## src/design/qpn_pkg.sv

```systemverilog
// shared types and constants for the quaternion product and normalize block
`default_nettype none

package qpn_pkg;

   // default fraction bits of the result words
   localparam int FRAC_BITS_DEF = 30;
   // default depth of the queue between front and back
   localparam int QUEUE_DEPTH_DEF = 4;

   // width of a block-scaled magnitude; the largest of a nonzero word lies in [2^30, 2^31)
   localparam int C_W = 31;

   // lane numbers: vector x, y, z and scalar w
   localparam int LANE_X = 0;
   localparam int LANE_Y = 1;
   localparam int LANE_Z = 2;
   localparam int LANE_W = 3;

   // input word: two quaternions
   typedef struct packed {
      logic signed [31:0] a_x;
      logic signed [31:0] a_y;
      logic signed [31:0] a_z;
      logic signed [31:0] a_w;
      logic signed [31:0] b_x;
      logic signed [31:0] b_y;
      logic signed [31:0] b_z;
      logic signed [31:0] b_w;
   } req_type;

   // result word: unit quaternion with non-negative scalar part
   typedef struct packed {
      logic signed [31:0] r_x;
      logic signed [31:0] r_y;
      logic signed [31:0] r_z;
      logic [30:0]        r_w;
      logic               zero_norm;
   } rsp_type;

   // classified product between front and back
   typedef struct packed {
      logic [3:0][C_W-1:0] c;
      logic [3:0]          neg;
      logic                zero;
   } mid_type;

endpackage

`default_nettype wire

```

## src/design/qpn_queue.sv

```systemverilog
// short queue of classified words between front and back
`default_nettype none

module qpn_queue #(
   parameter int DEPTH = qpn_pkg::QUEUE_DEPTH_DEF
) (
   input  wire logic             clock,
   input  wire logic             reset,
   input  wire logic             push,
   input  wire qpn_pkg::mid_type wdata,
   output logic                  full,
   input  wire logic             pop,
   output qpn_pkg::mid_type      rdata,
   output logic                  empty
);

   localparam int PTR_W = $clog2(DEPTH);
   localparam int CNT_W = $clog2(DEPTH + 1);

   logic [PTR_W-1:0] wr_ff;
   logic [PTR_W-1:0] rd_ff;
   logic [CNT_W-1:0] cnt_ff;
   logic             do_push;
   logic             do_pop;
   qpn_pkg::mid_type mem_ff [DEPTH];

   assign full    = cnt_ff == CNT_W'(DEPTH);
   assign empty   = cnt_ff == '0;
   assign do_push = push && !full;
   assign do_pop  = pop && !empty;
   assign rdata   = mem_ff[rd_ff];

   // pointers and fill count
   always_ff @(posedge clock) begin
      if (reset) begin
         wr_ff  <= '0;
         rd_ff  <= '0;
         cnt_ff <= '0;
      end else begin
         if (do_push) begin
            wr_ff <= (wr_ff == PTR_W'(DEPTH - 1)) ? '0 : wr_ff + 1'b1;
         end
         if (do_pop) begin
            rd_ff <= (rd_ff == PTR_W'(DEPTH - 1)) ? '0 : rd_ff + 1'b1;
         end
         if (do_push && !do_pop) begin
            cnt_ff <= cnt_ff + 1'b1;
         end else if (do_pop && !do_push) begin
            cnt_ff <= cnt_ff - 1'b1;
         end
      end
   end

   // storage
   always_ff @(posedge clock) begin
      if (do_push) begin
         mem_ff[wr_ff] <= wdata;
      end
   end

   a_cnt_max: assert property (@(posedge clock) disable iff (reset)
      cnt_ff <= CNT_W'(DEPTH))
      else $error("queue count beyond depth");

   a_cnt_up: assert property (@(posedge clock) disable iff (reset)
      do_push && !do_pop |=> cnt_ff == CNT_W'($past(cnt_ff) + 1'b1))
      else $error("queue count missed a push");

endmodule

`default_nettype wire

```

## config.mk

```make
export PLATFORM = sky130hd
export DESIGN_NAME = qpn_queue
export DESIGN_NICKNAME = d
export VERILOG_FILES = /design/src/design/qpn_pkg.sv /design/src/design/qpn_queue.sv
export SDC_FILE = /design/constraint.sdc
export NUM_CORES = 1
export LEC_CHECK = 0
export ABC_AREA = 1
export BUFFER_PORTS_ARGS = -buffer_cell sky130_fd_sc_hd__buf_2
export CAP_MARGIN = 25
export CORE_ASPECT_RATIO = 0.5
export CORE_UTILIZATION = 50
export CTS_CLUSTER_SIZE = 20
export DETAILED_ROUTE_END_ITERATION = 7
export PLACE_DENSITY = 0.78
export SETUP_SLACK_MARGIN = 0.02
export SLEW_MARGIN = 5
export SYNTH_ARGS = -nofsm -noshare
export SYNTH_HDL_FRONTEND = slang
export SYNTH_SLANG_ARGS = --single-unit
```

## constraint.sdc

```tcl
create_clock -name clock -period 6.01 [get_ports clock]
set_input_delay 0.3005 -clock clock [delete_from_list [all_inputs] [get_ports clock]]
set_output_delay 0.3005 -clock clock [all_outputs]
set_load 0.01 [all_outputs]
```

Word level (Yosys, flattened, before mapping)
Memory sizes are Yosys's and may differ from the RTL's. A register that Yosys moved wholly into a read port is not among the register bits.
Index checks and enable logic that the tools add are counted.
{ "word_totals": {"memories": 1, "out_inout_bits": 131, "register_bits": 7, "elab_cells": 29, "mem_bits_rw": 516, "inputBits": 133} }
{ "classes": {"n_reduce_logical": 10, "n_mux": 8, "n_eq_ne": 3, "addsub": 4} }
{ "memory_table": {"columns": ["memory", "depth", "word_bits", "rd", "rd_ports_with_merged_regs", "wr", "line", "rtl"], "rows": [
  ["mem_ff", 4, 129, 1, 1, 1, "qpn_queue.sv:25", "qpn_pkg::mid_type mem_ff [DEPTH];"]
]} }
{ "op_table": {"columns": ["op", "n"], "rows": [
  ["2-to-1 mux 2 bit", 4],
  ["2-to-1 mux 3 bit", 2],
  ["adder 2 x 1 -> 2 bit, second input constant", 2],
  ["equality test 2 bit, second input constant", 2],
  ["logical AND 1 bit", 4],
  ["logical NOT 1 bit", 4],
  ["adder 3 x 1 -> 3 bit, second input constant", 1],
  ["equality test 3 bit, second input constant", 1],
  ["logical NOT 3 bit", 1],
  ["subtractor 3 x 1 -> 3 bit, second input constant", 1],
  ["2-to-1 mux 1 bit", 2],
  ["nonzero test 2 bit", 1]
]} }

Longest topological paths before layout
Gate-level depths: netlist of run 1.
{ "logic_depth": {"word_depth": 7, "ltp_mapped": 13, "ltp_nobuf": 13} }

Worst setup path before layout of run 1
OpenSTA, ideal clock, no wires.
{ "synth_path": {"kind": "register to register", "start": "register cnt_ff[0]", "end": "memory mem_ff[0][0] (netlist bit), enable pin", "setup_time_ps": 619, "t_required_ps": 5391, "arrival_ps": 6052, "setup_slack_ps": -661, "stages_incl_launch_ff": 5, "period_less_slack_ps": 6671, "path_buffers": 0, "cell_sequence": "dfxtp_1 nor2_1 nand2_1 nand2_1 nor2_1"} }
{ "synth_via": {"elab_chain_len": 5} }
{ "synth_lines": {"columns": ["element", "line", "rtl"], "rows": [
  ["start: declaration", "qpn_queue.sv:22", "logic [CNT_W-1:0] cnt_ff;"],
  ["start signal: assignment", "qpn_queue.sv:47", "cnt_ff <= cnt_ff + 1'b1;"],
  ["start signal: assignment", "qpn_queue.sv:49", "cnt_ff <= cnt_ff - 1'b1;"],
  ["equality test 3 bit", "qpn_queue.sv:27", "assign full = cnt_ff == CNT_W'(DEPTH);"],
  ["logical NOT 1 bit", "qpn_queue.sv:29", "assign do_push = push && !full;"],
  ["logical AND 1 bit", "qpn_queue.sv:29", null],
  ["2-to-1 mux 1 bit", "qpn_queue.sv:56", "if (do_push) begin"],
  ["2-to-1 mux 1 bit (implied by the code)", "qpn_queue.sv:57", "mem_ff[wr_ff] <= wdata;"],
  ["end: declaration", "qpn_queue.sv:25", null]
]} }
Every way passes these cells.

==> results.md, run 1 <==
* PnR worst setup slack at 2.54 ns
* Die Ht at 142 um
* Critical Path End Type: primary output
* Fraction of layout cells with a size suffix above 1 at 20.7%
* Multi-input gate area at 0.00336 mm^2
* Status: finished clean
* Placer Congestion at 0.777
* P_sw at 3.33 mW
* Vias in the first global route at 12.2k
* Sequential cell area at 0.0157 mm^2
* Int Power at 7.18 mW
* DR WL met3 at 2310 um
* H-tree Lvls at 2
* Dpl hpwl at 23200 um
* Clock-pin slew on the worst setup and hold paths at 0.07 ns
* Combinational power share at 26.9%
* Yosys reg bits at 525
* Synth unique cells at 21
* Area Growth Syn to Fin at 22.6%
* Data required, critical path at 5.71 ns
* Clock Path Buffers at 3
* Antenna viol nets, final at 0
* Max FO, Critical Path at 71
* Synth warn at 0
* Post-CTS Setup Inserts at 0
* Tcrit/Tclk final at 57.7%
* CTS tree: done
* Worst EP arrival at 3.17 ns
* CP cell instances: inv_4, buf_4, o21ai_0, o22ai_1, buf_2
* Clock skew at 0.0172 ns
* PortBufs at 263
* Final setup vio count at 0
* RSZ-0062 raised after global routing: false
* Pin count of the biggest net entering global routing at 215
* Hold_sp: pop
* Fmax at 0.288 GHz
* All-Layer GR Usage at 21.6%
* Vias per cell at 5.56
* I/O pins at 264
* WHS at 0.0443 ns
* Slew Viols, Final at 0
* First-iteration detailed-routing DRC count at 1120
* Worst-Skew Late Latency at 0.56 ns
* Die area at 0.0401 mm^2
* Crit Path Category: reg -> out
* Synthesized area per cell at 14.9 um^2
* Sequential fraction of the synthesis area at 79.8%
* Num CTS Buffers at 45
* Antenna violations before repair at 3
* Reg-to-reg startpoint: cnt_ff[0]
* Switching share of total power at 31.7%
* Worst Max-Slew Pin Slew at 1.11 ns
* Final wirelength at 44000 um
* Largest stage delay, worst path at 0.76 ns
* CTS Sinks at 525
* Peak VDD IR at 0.261 mV
* Metal2 WL at 22900 um
* Max cap viols at 0
* Met1 wire length at 17300 um
* # fillers at 2677
* Leak pwr at 8.46 nW
* Setup crit start kind: register
* Mapped cell area at 0.0196 mm^2
* Min Tclk post-route at 3.47 ns
* Number of hold violations in the final report at 0
* Sequential share of power at 44.1%
* Top Metal Used: met4
* Die X at 282 um
* FFs w/ async S/R, synth at 0%
* First-pass GRT wire length at 66700 um
* Headroom to the max-slew limit at 25.9%
* Pwr dens at 436 mW/mm^2
* Pre-antenna DRT Iters at 5
* Hold WC Path Type: in -> reg
* Root Driver: clkbuf_16
* Residual DRC at 0
* Initial core utilization at 51.6%
* Main synth FF type: edfxtp_1
* EDFF count, synth at 516
* Grt ovf at 0
* Worst path slowest cell: buf_4
* Clk pwr share at 29.0%
* Num rows at 50
* Core area at 0.0380 mm^2
* Worst slack, placed at 3.16 ns
* Mapped Cells at 1318
* DR vias at 12.5k
* Fin nets at 1828
* Syn nets at 1458
* Wirelength per Cell at 19.6 um
-- placed cells by master, fill, tap and decap left out, drive strengths merged --
cell and count:
bufinv 9, clkinv 16, a21oi 2, diode 3
ha 6, buf 277, clkbuf 51, dfxtp 9
nor2 275, clkinvlp 2, fa 1, nand2 14
xor2 1, nand3b 2, dlygate4sd3 130, nand3 1
edfxtp 516, o21ai 259, o22ai 129, nand4 1
inv 20
-- metal layers --
layer	vias to the layer above	track usage [%]
li1	5711	-
met1	6196	26.8
met2	459	38.3
met3	100	3.37
met4	0	8.51
met5	-	0
-- cell usage after synthesis (all sizes together), types with 2 or more instances --
cell	n	area share [%]
a21oi	2	0.051
edfxtp	516	79
buf	45	2.1
dfxtp	9	0.92
ha	6	0.38
nor2	275	5.3
inv	18	0.36
o22ai	129	4.1
nand2	14	0.27
clkbuf	39	0.78
o21ai	259	6.6
nand3b	2	0.076
-- metrics by stage --
step           setup TNS [ns]  cell area (um^2)  utilization (%)  power (mW)  std cells
4_1_cts                     0             24100             63.3        10.5       2241
5_1_grt                     0             24100             63.3        10.9       2244
3_5_place_dp                0             21200             55.8        7.43       2031
3_3_place_gp                0             21200             55.8        7.35       2031
2_1_floorplan         -341.26             19600                -        6.47       1318
6_report                    0             24100             63.3        10.5       2244
-- logic make-up after synthesis --
logic type	count (synthesis)	share of synthesized area, %
flops	525	79.8
compound gates	390	10.8
simple gates	293	5.66
buf+inv	102	3.24
fa+ha+maj	7	0.484
xor+xnor	1	0.0446
-- worst max-delay path, delay by kind of cell (launching register included) --
kind | cells | cell delay (ns)
buffers and inverters | 3 | 1.50
DFF | 1 | 0.55
AOI/OAI and AO/OA | 2 | 0.45
-- area by class of cell --
cell class                      count  area share (%)
Clock buffer                       51            4.81
Sequential cell                   525            65.1
Inverter                           18           0.322
Timing Repair Buffer              407            11.5
Tap cell                          520            2.70
Antenna cell                        3          0.0312
Multi-Input combinational cell    691            14.0
Clock inverter                     29            1.57
-- power groups by stage --
stage | combinational (mW) | sequential, mW | clock (mW)
final | 2.82 | 4.63 | 3.05
after global routing | 3.04 | 4.67 | 3.24
after CTS | 2.80 | 4.63 | 3.07
after detailed placement | 2.72 | 4.71 | 0
after global placement | 2.66 | 4.69 | 0
after floorplan | 1.78 | 4.69 | 0
-- what timing repair did --
item | in CTS | in global routing
resized for setup | 0 | 0
hold endpoints to repair | 517 | 0
hold buffers | 130 | 0
-- registers in the layout, summed over array words and instances, names as in the netlist, named ones only --
register / flops
mem_ff: 516
wr_ff: 2
rd_ff: 2
cnt_ff: 3
-- worst paths after layout --
kind | to | slack (ns) | cells past startpoint
setup / recovery | rdata[108] | 2.54 | 5
hold / removal | register | 0.04 | 4
setup reg to reg | mem_ff[0][83] | 3.18 | 5
hold reg to reg | register | 0.53 | 2
(Power assumes the default switching activity.)
==> inputs of run 2 (changes only) <==
--- a/config.mk
+++ b/config.mk
@@ -12,7 +12,7 @@
 export CORE_UTILIZATION = 50
 export CTS_CLUSTER_SIZE = 20
 export DETAILED_ROUTE_END_ITERATION = 7
-export PLACE_DENSITY = 0.78
+export PLACE_DENSITY = 0.75
 export SETUP_SLACK_MARGIN = 0.02
 export SLEW_MARGIN = 5
 export SYNTH_ARGS = -nofsm -noshare
==> constraint.sdc (replaced) <==
create_clock -name clock -period 3.4 [get_ports clock]
set_input_delay 0.17 -clock clock [delete_from_list [all_inputs] [get_ports clock]]
set_output_delay 0.17 -clock clock [all_outputs]
set_load 0.01 [all_outputs]
==> results.md, run 2 (synthesis results as in run 1) <==
* Min Tclk post-route at 2.73 ns
* Peak VDD IR at 0.389 mV (+49%)
* First-iteration detailed-routing DRC count at 1153 (+2.9%)
* Placed Area at 0.0215 mm^2 (+1.1%)
* Headroom to the max-slew limit at 48.9% (+23 points)
* Worst Max-Slew Pin Slew at 0.767 ns (-0.344 ns)
* Antenna violations before repair at 1 (-2)
* Vias per cell at 5.53 (-0.45%)
* DR vias at 12.4k (-0.14%)
* Post-CTS Hold Buffers at 132 (+1.5%)
* Pre-antenna DRT Iters at 5 (unchanged)
* Commonest non-fill, non-tap cell in the layout: edfxtp_1
* Wirelength per Cell at 20.1 um (+2.3%)
* H-tree Lvls at 2 (unchanged)
* All-Layer GR Usage at 22.2% (+0.59 points)
* Clock-pin slew on the worst setup and hold paths at 0.07 ns (about the same)
* Core area at 0.0380 mm^2 (unchanged)
* Worst-Skew Late Latency at 0.56 ns (about the same)
* Post-cts gate resize count at 0 (unchanged)
* Num CTS Buffers at 44 (-2.2%)
* Final setup vio count at 0 (unchanged)
* Post-CTS Setup Inserts at 0 (unchanged)
* CTS tree: done
* Data required, critical path at 3.23 ns (-2.48 ns)
* First-pass GRT wire length at 68600 um (+2.9%)
* CTS Sinks at 525 (unchanged)
* Number of hold violations in the final report at 0 (unchanged)
* Worst EP arrival at 2.56 ns (-0.61 ns)
* Pwr dens at 755 mW/mm^2 (+73%)
* Placer Congestion at 0.784 (+0.81%)
* Root Driver: clkbuf_16
* Grt ovf at 0 (unchanged)
* Clock Path Buffers at 3 (unchanged)
* # fillers at 2719 (+1.6%)
* Slew Viols, Final at 0 (unchanged)
* Pin count of the biggest net entering global routing at 139 (-35%)
* Max cap viols at 0 (unchanged)
* PortBufs at 263 (unchanged)
* Die X at 282 um (unchanged)
* I/O pins at 264 (unchanged)
* Worst slack, placed at 1.17 ns (-1.99 ns)
* Vias in the first global route at 12.5k (+2.0%)
* Fmax at 0.366 GHz
* Residual DRC at 0 (unchanged)
* Biggest regs: mem_ff: 516 flops, cnt_ff: 3 flops
* Design area at 0.0241 mm^2 (+0.27%)
* Total power draw at 18.2 mW (+74%)
* Final wirelength at 45200 um (+2.7%)
* Hold WC Path Type: in -> reg
* Area Growth Syn to Fin at 22.9%
* Dpl hpwl at 24900 um (+7.3%)
* Biggest register: mem_ff
* RSZ-0062 raised after global routing: false
* Crit Path Category: reg -> out
* Most frequent cells in the layout: 516 x edfxtp_1, 271 x nor2_1, 263 x buf_2
* Clock skew at 0.0233 ns (+0.00604 ns)
* Leak pwr at 8.47 nW (+0.12%)
* Critical Path End Type: primary output
* Die Ht at 142 um (unchanged)
* Num rows at 50 (unchanged)
* PnR worst setup slack at 0.670 ns (-1.87 ns)
* Status: finished clean
* Initial core utilization at 51.6% (unchanged)
* Setup crit start kind: register
* Fin nets at 1840 (+0.66%)
* Max FO, Critical Path at 61 (-14%)
* Max reg flops at 516 (unchanged)
* WHS at 0.364 ns (+0.320 ns)
* Antenna viol nets, final at 0 (unchanged)
* Fraction of layout cells with a size suffix above 1 at 20.4% (-0.28 points)
* Tcrit/Tclk final at 80.3%
* Die area at 0.0401 mm^2 (unchanged)
* Final design utilization at 63.5% (+0.17 points)
-- run 2: cell count changes in the layout (fill, tap and decap cells not counted), moves of 2 or more --
cell / delta
buf_12: +12
clkinv_1: +5
clkbuf_8: +2
clkbuf_1: +5
bufinv_16: -6
clkinvlp_4: -2
dlygate4sd3_1: +2
diode_2: -2
clkinv_2: -7
-- run 2: power breakdown --
group / leakage [nW] / switching [mW] / internal, mW
combinational: 3.01 / 3.47 / 1.77
sequential: 4.80 / 0.225 / 7.88
clock: 0.663 / 2.21 / 2.67
total: 8.47 / 5.90 / 12.3
-- run 2: path summary, 6_finish.rpt --
kind              from           end  slack (ns)  depth (start not counted)
max reg2reg  cnt_ff[0]  mem_ff[0][5]        1.16                          5
min              reset     cnt_ff[0]        0.36                          3
min reg2reg   rd_ff[1]      register        0.52                          2
max           register    rdata[109]        0.67                          4
-- run 2: critical path, stage by stage (launching register included) --
cell	delay, ns
dfxtp_4	0.62
buf_4	0.62
o21ai_0	0.26
o22ai_1	0.24
buf_2	0.18
-- run 2: through the flow --
stage | std cells | setup TNS, ns
4_1_cts | 2250 | 0
3_5_place_dp | 2042 | 0
2_1_floorplan | 1318 | -587.24
5_1_grt | 2251 | 0
3_3_place_gp | 2042 | 0
6_report | 2251 | 0
-- run 2: area by class of cell --
cell class / instances / area, um^2 / share of cell area (%)
tap: 520 / 651 / 2.70
antenna: 1 / 2.50 / 0.0104
inverter: 18 / 77.6 / 0.321
timing repair buffer: 420 / 3010 / 12.5
clock buffer: 57 / 1180 / 4.89
multi-input combinational: 691 / 3360 / 13.9
sequential: 525 / 15700 / 65.0
clock inverter: 19 / 174 / 0.721
-- run 2: layer usage --
metal	part of all wire [%]	track usage, %	wire, um	vias up
met1	39	28.0	17800	6191
met3	4.7	3.35	2110	107
met4	3.6	8.14	1640	0
met2	52	39.2	23700	400
li1	-	-	-	5750
met5	0	0	0	-
==> inputs of run 3 (changes only) <==
--- a/config.mk
+++ b/config.mk
@@ -5,7 +5,7 @@
 export SDC_FILE = /design/constraint.sdc
 export NUM_CORES = 1
 export LEC_CHECK = 0
-export ABC_AREA = 1
+export ABC_AREA = 0
 export BUFFER_PORTS_ARGS = -buffer_cell sky130_fd_sc_hd__buf_2
 export CAP_MARGIN = 25
 export CORE_ASPECT_RATIO = 0.5
==> constraint.sdc (replaced) <==
create_clock -name clock -period 2.58 [get_ports clock]
set_input_delay 0.129 -clock clock [delete_from_list [all_inputs] [get_ports clock]]
set_output_delay 0.129 -clock clock [all_outputs]
set_load 0.01 [all_outputs]
==> results.md, run 3 <==
* Most common cell in the netlist: edfxtp_1
* Pwr dens at 913 mW/mm^2 (+21%)
* Combinational power share at 22.0% (-6.7 points)
* Placer Congestion at 0.756 (-3.5%)
* DR vias at 9211 (-26%)
* Worst EP arrival at 2.24 ns (-0.32 ns)
* Critical Path End Type: primary output
* Clock skew at 0.0146 ns (-0.00868 ns)
* Antenna viol nets, final at 0 (unchanged)
* Hold WC Path Type: in -> reg
* Final setup vio count at 0 (unchanged)
* Pre-antenna DRT Iters at 5 (unchanged)
* Initial core utilization at 51.0% (-0.68 points)
* Vias in the first global route at 10.1k (-19%)
* GR met3 Demand/Resource at 3.37% (+0.021 points)
* Vias per cell at 5.42 (-2.1%)
* Fin nets at 1312 (-29%)
* First-iteration detailed-routing DRC count at 632 (-45%)
* Fraction of layout cells with a size suffix above 1 at 41.4% (+21 points)
* Data required, critical path at 2.45 ns (-0.78 ns)
* Synthesized area per cell at 26.4 um^2 (+77%)
* H-tree Lvls at 2 (unchanged)
* Hold path depth at 5 (+2)
* Worst reg-to-reg setup slack at 0.23 ns (-0.93 ns)
* Clock Path Buffers at 3 (unchanged)
* Total power draw at 21.9 mW (+20%)
* Die X at 278 um (-1.4%)
* Grt peak-use layer: met2
* Fmax at 0.421 GHz
* Reg-to-reg startpoint: cnt_ff[0]
* Dpl hpwl at 23600 um (-5.2%)
* Yosys reg bits at 525 (unchanged)
* Number of instances in the placed design at 1487 (-27%)
* Post-cts gate resize count at 0 (unchanged)
* Sequential fraction of the synthesis area at 82.1% (+2.3 points)
* PnR worst setup slack at 0.206 ns (-0.463 ns)
* Synth unique cells at 24 (+14%)
* Main synth FF type: edfxtp_1
* Placed Area at 0.0213 mm^2 (-0.68%)
* Antenna violations before repair at 3 (+2)
* Clock-pin slew on the worst setup and hold paths at 0.07 ns (about the same)
* RSZ-0062 raised after global routing: false
* Mapped Cells at 723 (-45%)
* Met1 Use GR at 23.6% (-4.4 points)
* First-pass GRT wire length at 58900 um (-14%)
* Residual DRC at 0 (unchanged)
* Biggest regs: mem_ff: 516 flops, cnt_ff: 3 flops
* Area Growth Syn to Fin at 25.8%
* Crit Path Category: reg -> out
* Most frequent cells in the layout: 516 x edfxtp_1, 263 x buf_2, 132 x dlygate4sd3_1
* Clk pwr share at 29.6% (+2.8 points)
* Post-CTS Hold Buffers at 132 (unchanged)
* Commonest non-fill, non-tap cell in the layout: edfxtp_1
* FFs w/ async S/R, synth at 0% (unchanged)
* Max cap viols at 0 (unchanged)
* Tcrit/Tclk final at 92.0%
* Pin count of the biggest net entering global routing at 52 (-63%)
* Wirelength per Cell at 23.0 um (+14%)
* CTS Sinks at 525 (unchanged)
* Grt ovf at 0 (unchanged)
* Final wirelength at 39100 um (-14%)
* Setup crit start kind: register
* Num rows at 50 (unchanged)
* Biggest register: mem_ff
* Die Ht at 140 um (-1.4%)
* Int Power at 16.3 mW (+32%)
* Root Driver: clkbuf_16
* Num CTS Buffers at 45 (+2.3%)
* Hold_sp: pop
* Die area at 0.0390 mm^2 (-2.7%)
* Commonest cells in the netlist: 516 x edfxtp_1, 129 x mux4_2, 13 x buf_6, 11 x buf_2, 9 x dfxtp_1
* P_sw at 5.66 mW (-4.0%)
* Slew Viols, Final at 0 (unchanged)
* Headroom to the max-slew limit at 66.3% (+17 points)
* Synth warn at 0 (unchanged)
* All-Layer GR Usage at 20.2% (-2.0 points)
* Setup TNS at 0 ns (unchanged)
* Worst slack, placed at 0.240 ns (-0.931 ns)
* Number of hold violations in the final report at 0 (unchanged)
* Final design utilization at 64.1% (+0.66 points)
* Min Tclk post-route at 2.37 ns
* Switching share of total power at 25.8% (-6.5 points)
* Max FO, Critical Path at 23 (-62%)
* Post-CTS Setup Inserts at 0 (unchanged)
* PortBufs at 263 (unchanged)
* Worst-Skew Late Latency at 0.55 ns (about the same)
* Worst Max-Slew Pin Slew at 0.505 ns (-0.262 ns)
* Top post-synthesis cells by area: edfxtp_1 81%, mux4_2 15%, dfxtp_1 0.94%, buf_6 0.77%, ha_1 0.39%
* Syn nets at 863 (-41%)
* Leak pwr at 8.13 nW (-4.0%)
* Area leader, netlist: edfxtp_1
* Status: finished clean
* EDFF count, synth at 516 (unchanged)
* Design area at 0.0240 mm^2 (-0.45%)
* Max reg flops at 516 (unchanged)
* Core area at 0.0375 mm^2 (-1.5%)
* I/O pins at 264 (unchanged)
* Routing usage on met2 at 37.8% (-1.4 points)
* Mapped cell area at 0.0191 mm^2 (-2.8%)
* WHS at 0.0543 ns (-0.310 ns)
* R2R Path End: cnt_ff[2]
* Share of Yosys cell area claimed by the top area cell type at 81.1% (+2.3 points)
* Sequential share of power at 48.4% (+3.9 points)
* Peak VDD IR at 0.584 mV (+50%)
* Fin cells at 1701 (-24%)
* CTS tree: done
* Worst Reg-to-Reg Cells at 9 (+4)
-- run 3: cell types whose count changed in the layout (fill, tap and decap cells not counted), moves of 10 or more --
cell     previous run  this run
mux4_2              0       129
nor2_1            271         4
o21ai_0           165         2
o22ai_1           129         0
o21ai_1            94         0
buf_4              10        20
inv_1              16         4
nand2_1            14         1
-- run 3: logic make-up after synthesis --
logic type	Yosys count	share of synthesized area (%)
adder cells (fa/ha/maj)	7	0.498
flip-flops	525	82.1
multiplexers	131	15.3
AO/OA/AOI/OAI	7	0.236
AND/OR/NAND/NOR	16	0.446
XOR/XNOR	2	0.0918
buffers and inverters	35	1.32
-- run 3: worst max-delay path, cell delays in order (launching register included) --
cell and delay, ns:
dfxtp_4 0.64, buf_12 0.28, mux4_2 0.57, buf_2 0.17
-- run 3: routing by layer --
layer | vias to the layer above | share of wire (%) | wire, um
met5 | - | 0 | 0
met4 | 0 | 3.1 | 1210
met3 | 77 | 3.7 | 1450
met2 | 224 | 56 | 21900
met1 | 4879 | 37 | 14500
li1 | 4031 | - | -
-- run 3: how the worst max path moves through the flow --
stage	startpoint	end	slack, ns	depth (start not counted)
after floorplan	cnt_ff[0]	mem_ff[0][0]	-0.15	3
after global placement	cnt_ff[0]	cnt_ff[2]	0.34	9
after detailed placement	cnt_ff[0]	cnt_ff[2]	0.24	9
after CTS	register	rdata[14]	0.13	3
after global routing	cnt_ff[1]	cnt_ff[2]	0.07	9
final	register	rdata[14]	0.21	3
-- run 3: final cells by class --
cell class,instances,area [um^2]
Sequential cell,525,15700
Tap cell,494,618
Clock inverter,23,198
Antenna cell,3,7.51
Inverter,5,20.0
Fill cell,2405,13400
Timing Repair Buffer,432,3130
Multi-Input combinational cell,163,3190
Clock buffer,56,1190
-- run 3: power groups by stage --
| stage | clock network [mW] | logic [mW] | registers [mW] |
|---|---|---|---|
| global route | 6.91 | 5.13 | 10.7 |
| CTS | 6.61 | 4.92 | 10.6 |
| floorplan | 0 | 2.95 | 10.7 |
| global placement | 0 | 4.66 | 10.7 |
| detailed placement | 0 | 4.73 | 10.8 |
| finish | 6.49 | 4.83 | 10.6 |
